`config.mk`:
```
export PLATFORM = sky130hd
export DESIGN_NAME = krpw_ctrl
export DESIGN_NICKNAME = d
export VERILOG_FILES = /design/src/sv/krpw_pkg.sv /design/src/sv/krpw_ctrl.sv
export SDC_FILE = /design/constraint.sdc
export NUM_CORES = 1
export LEC_CHECK = 0
export ABC_AREA = 0
export BUFFER_PORTS_ARGS = -buffer_cell sky130_fd_sc_hd__buf_2
export CAP_MARGIN = 20
export CELL_PAD_IN_SITES_DETAIL_PLACEMENT = 2
export CELL_PAD_IN_SITES_GLOBAL_PLACEMENT = 2
export CORE_MARGIN = 3
export CORE_UTILIZATION = 36
export CTS_CLUSTER_DIAMETER = 80
export DETAILED_ROUTE_END_ITERATION = 16
export PLACE_DENSITY = 0.86
export SLEW_MARGIN = 20
export SYNTH_ARGS = -nofsm -noshare
export SYNTH_HDL_FRONTEND = slang
export SYNTH_SLANG_ARGS = --single-unit
```
`constraint.sdc`:
```
create_clock -name aclk -period 2.8 [get_ports aclk]
set_clock_uncertainty 0.1 [all_clocks]
set_input_delay 0.28 -clock aclk [delete_from_list [all_inputs] [get_ports aclk]]
set_output_delay 0.28 -clock aclk [all_outputs]
set_load 0.01 [all_outputs]
```
`src/sv/krpw_pkg.sv`:
```
// Shared types, widths and constants of the Kelly risk parity weighting core.
`timescale 1ns / 1ps
package krpw_pkg;

    // Default store depth, in assets.
    localparam int MAX_ASSETS_DEF = 64;

    // Field widths.
    localparam int MU_W    = 32;
    localparam int VOL_W   = 31;
    localparam int CONF_W  = 16;
    localparam int FRAC_W  = 32;
    localparam int CL_W    = 31;
    localparam int SHARE_W = 17;
    localparam int WT_W    = 24;
    localparam int BUD_W   = 32;
    localparam int KS_W    = 16;
    localparam int GE_W    = 24;
    localparam int IDX_W   = 6;

    // Stream and configuration port widths.
    localparam int IN_TDATA_W  = 80;
    localparam int OUT_TDATA_W = 160;
    localparam int CFG_IDX_W   = 8;
    localparam int CFG_DATA_W  = 32;

    // Shared multiplier and divider widths.
    localparam int MUL_W  = 32;
    localparam int PROD_W = 64;
    localparam int DIV_NW = 73;
    localparam int DIV_DW = 62;
    localparam int DIV_QW = 32;

    // Numerator of the effective asset count, 1.0 in Q25.48.
    localparam logic [DIV_NW-1:0] DN_NUM = DIV_NW'(1) << 48;

    // Register reset values.
    localparam logic [KS_W-1:0]   KS_RST    = 16'd8192;
    localparam logic [CL_W-1:0]   CAP_RST   = 31'd65536;
    localparam logic [CONF_W-1:0] FLOOR_RST = 16'd0;
    localparam logic [GE_W-1:0]   GE_RST    = 24'd65536;

    // Register indexes.
    localparam logic [CFG_IDX_W-1:0] CFG_KELLY_SCALE  = 8'd0;
    localparam logic [CFG_IDX_W-1:0] CFG_FRACTION_CAP = 8'd1;
    localparam logic [CFG_IDX_W-1:0] CFG_CONF_FLOOR   = 8'd2;
    localparam logic [CFG_IDX_W-1:0] CFG_GROSS_TARGET = 8'd3;

    // Datapath operations issued by the controller.
    typedef enum logic [4:0] {
        OP_NOP,
        OP_MUL_SQ,
        OP_MUL_KM,
        OP_DIV_KELLY,
        OP_RAW,
        OP_MUL_BUD,
        OP_BUD,
        OP_DIV_SHARE,
        OP_SHARE,
        OP_DIV_W,
        OP_WT,
        OP_MUL_WG,
        OP_DIV_F,
        OP_FIN,
        OP_MUL_FF,
        OP_ACC,
        OP_DIV_DN,
        OP_DN,
        OP_OUT_LOAD,
        OP_OUT_ACK
    } dp_op_t;

    typedef struct packed {
        dp_op_t op;
        logic   accept_en;
        logic   out_valid;
    } dp_cmd_t;

    typedef struct packed {
        logic div_done;
        logic last_idx;
    } dp_stat_t;

endpackage

```
`src/sv/krpw_ctrl.sv`:
```
// Controller: sequences load, the three passes over the stores and the result walk.
`timescale 1ns / 1ps
module krpw_ctrl import krpw_pkg::*; (
    input  logic     aclk,
    input  logic     aresetn,
    input  logic     in_fire,
    input  logic     in_last,
    input  logic     out_fire,
    input  dp_stat_t stat,
    output dp_cmd_t  cmd
);

    typedef enum logic [28:0] {
        ST_IDLE   = 29'(1) << 0,
        ST_K_WAIT = 29'(1) << 1,
        ST_K_SQ   = 29'(1) << 2,
        ST_K_KM   = 29'(1) << 3,
        ST_K_DS   = 29'(1) << 4,
        ST_K_DW   = 29'(1) << 5,
        ST_K_RAW  = 29'(1) << 6,
        ST_K_BM   = 29'(1) << 7,
        ST_K_BUD  = 29'(1) << 8,
        ST_N_WAIT = 29'(1) << 9,
        ST_N_DS   = 29'(1) << 10,
        ST_N_DW   = 29'(1) << 11,
        ST_N_SH   = 29'(1) << 12,
        ST_N_WS   = 29'(1) << 13,
        ST_N_WW   = 29'(1) << 14,
        ST_N_W    = 29'(1) << 15,
        ST_G_WAIT = 29'(1) << 16,
        ST_G_M    = 29'(1) << 17,
        ST_G_DS   = 29'(1) << 18,
        ST_G_DW   = 29'(1) << 19,
        ST_G_F    = 29'(1) << 20,
        ST_G_SQ   = 29'(1) << 21,
        ST_G_ACC  = 29'(1) << 22,
        ST_D_DS   = 29'(1) << 23,
        ST_D_DW   = 29'(1) << 24,
        ST_D_FIN  = 29'(1) << 25,
        ST_O_WAIT = 29'(1) << 26,
        ST_O_LOAD = 29'(1) << 27,
        ST_O_HOLD = 29'(1) << 28
    } state_t;

    state_t state_reg;
    state_t state_next;

    // Next state and command.
    always_comb begin
        state_next    = state_reg;
        cmd.op        = OP_NOP;
        cmd.accept_en = 1'b0;
        cmd.out_valid = 1'b0;
        unique case (state_reg)
            ST_IDLE: begin
                cmd.accept_en = 1'b1;
                if (in_fire && in_last) begin
                    state_next = ST_K_WAIT;
                end
            end
            // Kelly fraction and raw budget of each asset.
            ST_K_WAIT: state_next = ST_K_SQ;
            ST_K_SQ: begin
                cmd.op     = OP_MUL_SQ;
                state_next = ST_K_KM;
            end
            ST_K_KM: begin
                cmd.op     = OP_MUL_KM;
                state_next = ST_K_DS;
            end
            ST_K_DS: begin
                cmd.op     = OP_DIV_KELLY;
                state_next = ST_K_DW;
            end
            ST_K_DW: begin
                if (stat.div_done) begin
                    state_next = ST_K_RAW;
                end
            end
            ST_K_RAW: begin
                cmd.op     = OP_RAW;
                state_next = ST_K_BM;
            end
            ST_K_BM: begin
                cmd.op     = OP_MUL_BUD;
                state_next = ST_K_BUD;
            end
            ST_K_BUD: begin
                cmd.op     = OP_BUD;
                state_next = stat.last_idx ? ST_N_WAIT : ST_K_WAIT;
            end
            // Normalised share and unscaled weight.
            ST_N_WAIT: state_next = ST_N_DS;
            ST_N_DS: begin
                cmd.op     = OP_DIV_SHARE;
                state_next = ST_N_DW;
            end
            ST_N_DW: begin
                if (stat.div_done) begin
                    state_next = ST_N_SH;
                end
            end
            ST_N_SH: begin
                cmd.op     = OP_SHARE;
                state_next = ST_N_WS;
            end
            ST_N_WS: begin
                cmd.op     = OP_DIV_W;
                state_next = ST_N_WW;
            end
            ST_N_WW: begin
                if (stat.div_done) begin
                    state_next = ST_N_W;
                end
            end
            ST_N_W: begin
                cmd.op     = OP_WT;
                state_next = stat.last_idx ? ST_G_WAIT : ST_N_WAIT;
            end
            // Scaling to the exposure target.
            ST_G_WAIT: state_next = ST_G_M;
            ST_G_M: begin
                cmd.op     = OP_MUL_WG;
                state_next = ST_G_DS;
            end
            ST_G_DS: begin
                cmd.op     = OP_DIV_F;
                state_next = ST_G_DW;
            end
            ST_G_DW: begin
                if (stat.div_done) begin
                    state_next = ST_G_F;
                end
            end
            ST_G_F: begin
                cmd.op     = OP_FIN;
                state_next = ST_G_SQ;
            end
            ST_G_SQ: begin
                cmd.op     = OP_MUL_FF;
                state_next = ST_G_ACC;
            end
            ST_G_ACC: begin
                cmd.op     = OP_ACC;
                state_next = stat.last_idx ? ST_D_DS : ST_G_WAIT;
            end
            // Effective asset count.
            ST_D_DS: begin
                cmd.op     = OP_DIV_DN;
                state_next = ST_D_DW;
            end
            ST_D_DW: begin
                if (stat.div_done) begin
                    state_next = ST_D_FIN;
                end
            end
            ST_D_FIN: begin
                cmd.op     = OP_DN;
                state_next = ST_O_WAIT;
            end
            // Result walk in load order.
            ST_O_WAIT: state_next = ST_O_LOAD;
            ST_O_LOAD: begin
                cmd.op     = OP_OUT_LOAD;
                state_next = ST_O_HOLD;
            end
            ST_O_HOLD: begin
                cmd.out_valid = 1'b1;
                if (out_fire) begin
                    cmd.op     = OP_OUT_ACK;
                    state_next = stat.last_idx ? ST_IDLE : ST_O_WAIT;
                end
            end
            default: state_next = ST_IDLE;
        endcase
    end

    // State register.
    always_ff @(posedge aclk) begin
        if (!aresetn) begin
            state_reg <= ST_IDLE;
        end else begin
            state_reg <= state_next;
        end
    end

endmodule

```
---- After elaboration in Yosys (flattened, before gate mapping) ----
Index checks and enable logic that the tools add are counted.
storage, ports and cells
  register bits ........................... 29
  output and inout bits ................... 7
cells by class
  eq/ne operators ......................... 36
  muxes and demuxes ....................... 16
  reduce and logical (&&, ||, !) cells .... 2
operator list
  cell                    number
  $pmux W29 S29           1
  $mux W29                7
  $pmux W5 S19            1
  $eq A29 B1 Y1 const B   1
  $eq A29 B10 Y1 const B  1
  $eq A29 B11 Y1 const B  1
  $eq A29 B12 Y1 const B  1
  $eq A29 B13 Y1 const B  1
  $eq A29 B14 Y1 const B  1
  $eq A29 B15 Y1 const B  1
  $eq A29 B16 Y1 const B  1
  $eq A29 B17 Y1 const B  1
  $eq A29 B18 Y1 const B  1
  $eq A29 B19 Y1 const B  1
  $eq A29 B2 Y1 const B   1
  $eq A29 B20 Y1 const B  1
  $eq A29 B21 Y1 const B  1
  $eq A29 B22 Y1 const B  1
  $eq A29 B23 Y1 const B  1
  $eq A29 B24 Y1 const B  1
  $eq A29 B25 Y1 const B  1
  $eq A29 B26 Y1 const B  1
  $eq A29 B27 Y1 const B  1
  $eq A29 B28 Y1 const B  1
  other kinds (17)        24

---- Depth between registers and ports, before layout ----
Gate-level depths: netlist of run 1.
  depth in word-level cells ............... 3
  gate-level depth with buffers ........... 10
  mapped depth without buffers ............ 7

---- Worst setup path before layout of run 1 ----
No wires, ideal clock.
  kind .................................... reg-to-output
  from .................................... register state_reg[19]
  to ...................................... output cmd[2] (netlist bit)
  data arrival time ....................... 2.032 ns
  data required time ...................... 2.420 ns
  path slack .............................. 0.388 ns
  cell stages (with the launch flop) ...... 8
  buffers on the path ..................... 1
  cell sequence ........................... dfxtp_1 -> clkbuf_1 -> or4_1 -> nor3_4 -> nand4_2 -> nor2_1 -> a211o_1 -> or4_1
RTL lines
  element                   line              source
  start: declaration        krpw_ctrl.sv:45   state_t state_reg;
  start signal: assignment  krpw_ctrl.sv:183  state_reg <= state_next;
  end: declaration          krpw_ctrl.sv:10   output dp_cmd_t cmd

==> flow_results.org, run 1 <==
** Global route
- The total overflow left after global routing is 0.
- Initial antenna violation count :: 0
- Maximum number of pins on one net before global-route repair :: 12
- Wire length of the first global-routing pass :: between 10,000 and 15,000 um
- Global-route usage over all layers :: ~29%
- The number of global-route vias before repair came to 2,175.

** Timing
- After routing, the total negative slack on setup checks comes to -232 ps.
- Setup violations remaining at the end of the flow were counted as 5.
- Unrepaired setup endpoints after global routing :: true
- The number of hold violations in the final report was 0.
- Number of max-slew violations in the final report :: 0
- PnR worst setup slack :: -73.6 ps
- Derived from the worst setup path, the maximum achievable clock frequency is roughly 0.35 GHz.
- Share of the clock period used by the worst path :: 103%
- At the pin with the least slew margin, the transition time is approximately 590 ps.
- Normalized max-slew margin :: approximately three fifths
- Minimum period implied by the final worst setup slack :: 2870 ps

** Setup path
- The worst setup path is launched from a flop.
- Required time of the worst setup path :: 2420 ps
- The worst register-to-register path has a setup slack of -40 ps.
- Critical Setup Path Class :: reg2out
- The worst setup path is captured at a primary output.
- Along the worst path, the maximum fanout reaches 6.
- Data arrival time at the worst-slack endpoint :: 2490 ps

** Drt
- After detailed routing, the total wire length is 10,400 um.
- After detailed routing, the average wire length per cell comes to 30.8 um.
- DRC violations left :: 0
- For this block, the initial DRC count from the detailed router was between 200 and 250.
- Drt via density :: between 6 and 7
- The detail route stage leaves a number of antenna-violating nets equal to 0.
- The final route contains between 2,000 and 2,500 vias.
- Number of search-and-repair iterations in the first detailed-routing pass :: 4

** Placement
- Post-place instance area :: between 0.002 and 0.0025 mm2
- Routability-driven placement finished with a final weighted congestion of roughly 0.84.
- The count of buffers added on input and output ports is 13.
- DPL Wire Length :: 4930 um

** Job
- MaxCap Viol Count :: 0

** Clocking
- Clock sink count :: 29
- CTS built an H-tree with a depth of 2.
- TritonCTS built the clock tree.
- Insertion delay to the later sink of the worst-skew pair :: approximately 290 ps
- Number of buffers created by CTS :: 5
- Buffers inserted to repair hold after CTS numbered 0.
- The tree is rooted in a sky130_fd_sc_hd__clkbuf_8.
- Clock-pin slew was measured on the worst setup and hold paths at 70 ps.
- Counting along the longest clock path gives a buffer depth of 2.

** Power and ir drop
- The internal power of the cells totals 0.000754 W.
- Total power density per cell area :: 464 mW/mm2
- The clock network is responsible for 31.6% of the overall power.
- Summed over all nets, the switching power comes to between 0.0004 and 0.0005 W.
- Combinational share of power :: between 30% and 40%
- Switching power share of the total :: approximately a third
- Peak ir drop on the vdd network :: around 0.3 mV
- For this design the static power due to leakage is a little under 1 nW.
- In this run, flip-flops and latches consume between 30 and 40% of the power.

** Yosys
- In the synthesized netlist, the number of instances is ~220.
- Most frequent cells after synthesis :: sky130_fd_sc_hd__nor2_1, sky130_fd_sc_hd__dfxtp_1, sky130_fd_sc_hd__nand2_1
- Most instantiated flip-flop cell in the synthesis netlist :: sky130_fd_sc_hd__dfxtp_1
- Post-synth ARST share :: 0%
- The number of nets in the synthesized netlist is 230.
- Proportion of synthesized chip area in sequential cells :: 32.1%
- Largest cells by area after synthesis :: sky130_fd_sc_hd__dfxtp_1, sky130_fd_sc_hd__nor2_1, sky130_fd_sc_hd__nor4_1
- The netlist uses 51 different library cells.
- Yosys printed 0 warnings.
- The synthesized design contains 0 enable-type register cells.
- sky130_fd_sc_hd__nor2_1 is the most common cell in the netlist.
- The synthesized design contains 29 register bits.
- The mapped netlist covers approximately 0.0018 mm2.
- sky130_fd_sc_hd__dfxtp_1 takes more of the synthesized area than any other cell.
- Area share of the leading cell type in the synthesized netlist :: ~32%
- A synthesized cell averages around 8.1 um2.

** Layout
- In the final design database the tool counted 276 nets.
- Antenna diode instance count :: 0
- Total non-filler cell area in the finished layout :: roughly 0.0025 mm2
- Flip-flop count of the largest register after layout :: 29
- The area growth from synthesis to layout is 38.6%.
- Of the cells placed in the final design, the portion with a size suffix greater than 1 is 43.1%.

** Die
- Core region area :: ~0.0048 mm2
- The die covers slightly below 0.006 mm2.
- From left edge to right edge, the die measures 76.9 um.
- In this run the count of I/O pins placed on the die edge is 14.
- For this configuration, the core starts out at a cell density of a little under two fifths.
- Number of placement rows :: 25
- Chip height :: 76.9 um

** Worst hold path
- The tightest min-delay check is of the in2reg type.

** Outcome
- Outcome :: finished, violations left
- The final reports fail on negative setup slack.
[area by class of cell]
cell class,instances,area [um2]
Inverter,7,26.3
Timing Repair Buffer,46,313
Clock buffer,7,86.3
Tap cell,67,83.8
Sequential cell,29,608
Fill cell,486,2280
Multi-Input combinational cell,180,1390
[metrics by stage]
step / hold slack, ps / setup slack [ps] / util (%) / cells / total power, W
after global routing: 248 / -133 / 52.4 / 336 / 0.00119
after global placement: 405 / 182 / 41.9 / 308 / 0.000658
after detailed placement: 422 / 166 / 41.9 / 308 / 0.000664
after floorplan: 294 / 388 / - / 223 / 0.000597
final: 242 / -73.6 / 52.4 / 336 / 0.00116
after CTS: 164 / -13.3 / 46.1 / 318 / 0.00107
[repair_timing]
action,in CTS,in global routing
setup buffers,3,18
pin swaps,4,13
resized for setup,21,45
setup endpoints to repair,5,21
[kinds of logic after synthesis]
kind of cell	after synthesis	share of synthesized area (%)
xor gates and xnor gates	5	2.42
DFF	29	32.1
buffers and inverters	14	3.87
AOI/OAI and AO/OA	25	10.4
and+or+nand+nor	150	51.2
[metal layers]
metal / track usage [%] / wire, um / vias to the layer above
met1: 34.0 / 3970 / 1092
met3: 5.87 / 767 / 47
met4: 16.7 / 570 / 0
li1: - / - / 938
met5: 0 / 0 / -
met2: 47.7 / 5040 / 125
[worst max-delay path, stage by stage (launching register included)]
cell,delay [ps]
sky130_fd_sc_hd__dfxtp_2,370
sky130_fd_sc_hd__or4_4,620
sky130_fd_sc_hd__nor3_4,220
sky130_fd_sc_hd__buf_4,180
sky130_fd_sc_hd__nand4_1,260
sky130_fd_sc_hd__o311ai_2,240
sky130_fd_sc_hd__or3_1,170
sky130_fd_sc_hd__buf_2,120
[power by group through the flow]
stage               clock [W]  sequential, W  combinational [W]
finish               0.000367       0.000440           0.000355
global route         0.000385       0.000441           0.000368
CTS                  0.000367       0.000436           0.000268
detailed placement          0       0.000441           0.000222
global placement            0       0.000440           0.000218
floorplan                   0       0.000439           0.000158
[path summary, 6_finish.rpt]
path                         startpoint                    endpoint  depth (start not counted)
min reg2reg  state_reg[13]$_SDFFE_PN0P_  state_reg[13]$_SDFFE_PN0P_                          1
max           state_reg[0]$_SDFFE_PN1P_                      cmd[3]                          7
min                             stat[0]  state_reg[23]$_SDFFE_PN0P_                          3
max reg2reg   state_reg[8]$_SDFFE_PN0P_  state_reg[19]$_SDFFE_PN0P_                          7
[placed cells by master, fill, tap and decap left out, types with 5 or more instances in the layout]
| master | instances |
|---|---|
| sky130_fd_sc_hd__nor4b_1 | 9 |
| sky130_fd_sc_hd__nor3_1 | 5 |
| sky130_fd_sc_hd__buf_2 | 13 |
| sky130_fd_sc_hd__nand4_1 | 12 |
| sky130_fd_sc_hd__nor2_1 | 31 |
| sky130_fd_sc_hd__nor4_4 | 8 |
| sky130_fd_sc_hd__dfxtp_1 | 9 |
| sky130_fd_sc_hd__nor4_1 | 8 |
| sky130_fd_sc_hd__nand2_1 | 18 |
| sky130_fd_sc_hd__dfxtp_2 | 19 |
| sky130_fd_sc_hd__or4_4 | 7 |
| sky130_fd_sc_hd__buf_4 | 33 |
| sky130_fd_sc_hd__inv_1 | 7 |
| sky130_fd_sc_hd__nand2b_1 | 6 |
| sky130_fd_sc_hd__clkbuf_8 | 6 |
Note: power is estimated with default switching activity, not from simulation.
==> run 2, diff against run 1 <==
- CORE_UTILIZATION: 36 -> 35
- PLACE_DENSITY: 0.86 -> 0.84
==> flow_results.org, run 2 (synthesized netlist as in run 1, its figures left out) <==
** Layout
- The filler cells instantiated in the layout total around 500.
- Cells with a size suffix above 1 make up between 40 and 50% of the layout.
- Antenna diode instance count :: 0
- Relative area change from synthesis to final layout :: 43.8%
- The register with the most flip-flops in the layout has 29 of them.
- Cells fill ~54% of the core in the end.
- Sequential standard cell area :: ~620 um2
- The library cells used most frequently in the layout, excluding fill and tap cells, are sky130_fd_sc_hd__buf_4, sky130_fd_sc_hd__nor2_1, sky130_fd_sc_hd__nand2_1, sky130_fd_sc_hd__dfxtp_2, sky130_fd_sc_hd__buf_2.
- For this run, the post-layout net count is 283.
- The library cell used most frequently in the layout, excluding fill and tap cells, is sky130_fd_sc_hd__buf_4.
- Summing all multi-input logic gate instances after layout gives ~0.0014 mm2.

** Global route
- Entering global routing, the biggest net connects 14 pins.
- The number of global-route vias before repair is roughly 2,200.
- The initial antenna violation count was 0.
- The total overflow left after global routing is 0.
- The first global-routing pass estimated approximately 13,000 um of wire.
- In the global route stage, overall resource usage came out at roughly 28%.

** Die
- The initial utilization of the core area, before any placement, comes to between 30% and 40%.
- Die ar. :: just over 0.006 mm2
- The core region is slightly below 0.005 mm2.
- 14 I/O pins were placed.
- Chip height :: 77.9 um
- Number of placement rows :: 25
- In this run the horizontal extent of the chip is 77.9 um.

** Power and ir drop
- Peak ir drop on the vdd network :: roughly 0.33 mV
- The analysis attributes to net switching a power of ~0.00044 W.
- The internal portion of the total power is 0.000879 W.
- Of the total power, the share spent switching nets is approximately 33%.
- Leakage power :: about 1.0 nW
- Power spread over the standard cell area amounts to roughly 510 mW/mm2.
- Reg power frac :: 33.0%
- Clock power share :: about 37%
- Combinational share of power :: a little over 30%

** Clocking
- Insertion delay to the later sink of the worst-skew pair :: roughly 300 ps
- Worst-case clock buffer depth :: 2
- Clock sink count :: 29
- Number of buffers created by CTS :: 5
- H-tree lvl count :: 2
- Clock-pin slew was measured on the worst setup and hold paths at approximately 70 ps.
- Clk Tree Root Cell :: sky130_fd_sc_hd__clkbuf_8
- TritonCTS built the clock tree.

** Job
- MaxCap Viol Count :: 0

** Drt
- After detailed routing, the average wire length per cell comes to 30.0 um.
- The count of nets left with antenna violations once routing finished came out at 0.
- The routed layout has 2,287 vias.
- DRC violations left :: 0
- Dividing the detail-routed via count by the number of cells gives 6.65.
- For this block, the routed nets add up to just over 10,000 um of wire.
- The first routing iteration left 244 violations.
- Before antenna repair, the detailed router went through 5 iterations.

** Timing
- Headroom to the max-slew limit came out at about two thirds.
- Minimum period implied by the final worst setup slack :: 2890 ps
- Number of setup violations in the final report :: 3
- Number of max-slew violations in the final report :: 0
- The number of hold violations in the final report came to 0.
- At the pin with the least slew margin, the transition time is slightly above 500 ps.
- Setup repair after global routing could not meet its margin everywhere.
- PnR worst setup slack :: -91.2 ps
- Highest achievable clock rate :: 0.346 GHz
- Fin Setup TNS :: -260 ps
- In the finished design, the share of the clock period the worst path needs comes to 103%.

** Worst hold path
- Tightest Hold Check Type :: in2reg

** Placement
- Routability Congestion :: a little over 0.8
- Pre-CTS worst setup slack :: between 30 and 40 ps
- After legalization and detailed placement, the total HPWL measured between 5000 and 6000 um.
- In this run the tool buffered the top-level ports with 13 buffer cells.

** Setup path
- The worst setup path is of the reg2out kind.
- CP endpoint kind :: primary output
- For the worst setup path, the data required time is ~2400 ps.
- Series of cell instances along the critical path :: or4_4 > nor3_4 > buf_4 > nand4_1 > o21bai_1 > nand4b_1 > buf_2
- Crit path max fanout :: 4
- On the worst path, the slowest cell contributes a delay of ~600 ps.
- Data arrival time at the worst-slack endpoint :: around 2500 ps
- The largest individual stage delay along the critical path comes from the cell sky130_fd_sc_hd__or4_4.
- Launching element type of the critical path :: flop

** Outcome
- The flow ran to the end, but the final reports show violations.
- Violations in the final reports :: negative setup slack
-- run 2: routing by layer --
metal	track usage [%]	wire length, um	vias to the layer above
li1	-	-	955
met1	34.7	4310	1154
met2	47.3	4890	130
met3	5.92	665	48
met4	10.1	472	0
met5	0	0	-
-- run 2: final timing paths --
check / startpoint / end / slack [ps] / cells after the start
max: state_reg[1]$_SDFFE_PN0P_ / cmd[4] / -90 / 7
min: stat[0] / state_reg[23]$_SDFFE_PN0P_ / 180 / 3
max reg2reg: state_reg[19]$_SDFFE_PN0P_ / state_reg[10]$_SDFFE_PN0P_ / 10 / 11
min reg2reg: state_reg[27]$_SDFFE_PN0P_ / state_reg[27]$_SDFFE_PN0P_ / 420 / 1
-- run 2: worst max-delay path, delay by kind of cell, from the launching register on --
family | cells | cell delay, ps
AND/OR/NAND/NOR | 4 | 1190
flip-flops | 1 | 370
buffers and inverters | 2 | 340
AO/OA/AOI/OAI | 1 | 310
-- run 2: power by group through the flow --
stage               Sequential (W)  Clock, W  Combinational, W
floorplan                 0.000439         0          0.000158
global placement          0.000440         0          0.000237
detailed placement        0.000441         0          0.000246
CTS                       0.000434  0.000469          0.000296
global route              0.000437  0.000506          0.000413
finish                    0.000436  0.000486          0.000398
-- run 2: what timing repair did --
action / 4_1_cts / 5_1_grt
pin swaps: 6 / 19
endpoints found under the setup margin: 4 / 7
setup buffers: 7 / 18
hold buffers: 0 / 0
gates resized for setup: 25 / 46
-- run 2: final cells by class --
class	count	share of cell area [%]
Multi-Input combinational cell	180	52.8
Sequential cell	29	24.0
Timing Repair Buffer	53	14.5
Clock buffer	7	3.32
Tap cell	67	3.22
Clock inverter	1	1.15
Inverter	7	1.01
-- run 2: metrics by stage --
stage | hold WS (ps) | cells | area (um2) | total power (W)
after global placement | 404 | 312 | 2050 | 0.000678
after CTS | 169 | 327 | 2330 | 0.00120
final | 179 | 344 | 2600 | 0.00132
after global routing | 172 | 344 | 2600 | 0.00136
after detailed placement | 419 | 312 | 2050 | 0.000687
after floorplan | 294 | 223 | 1810 | 0.000597
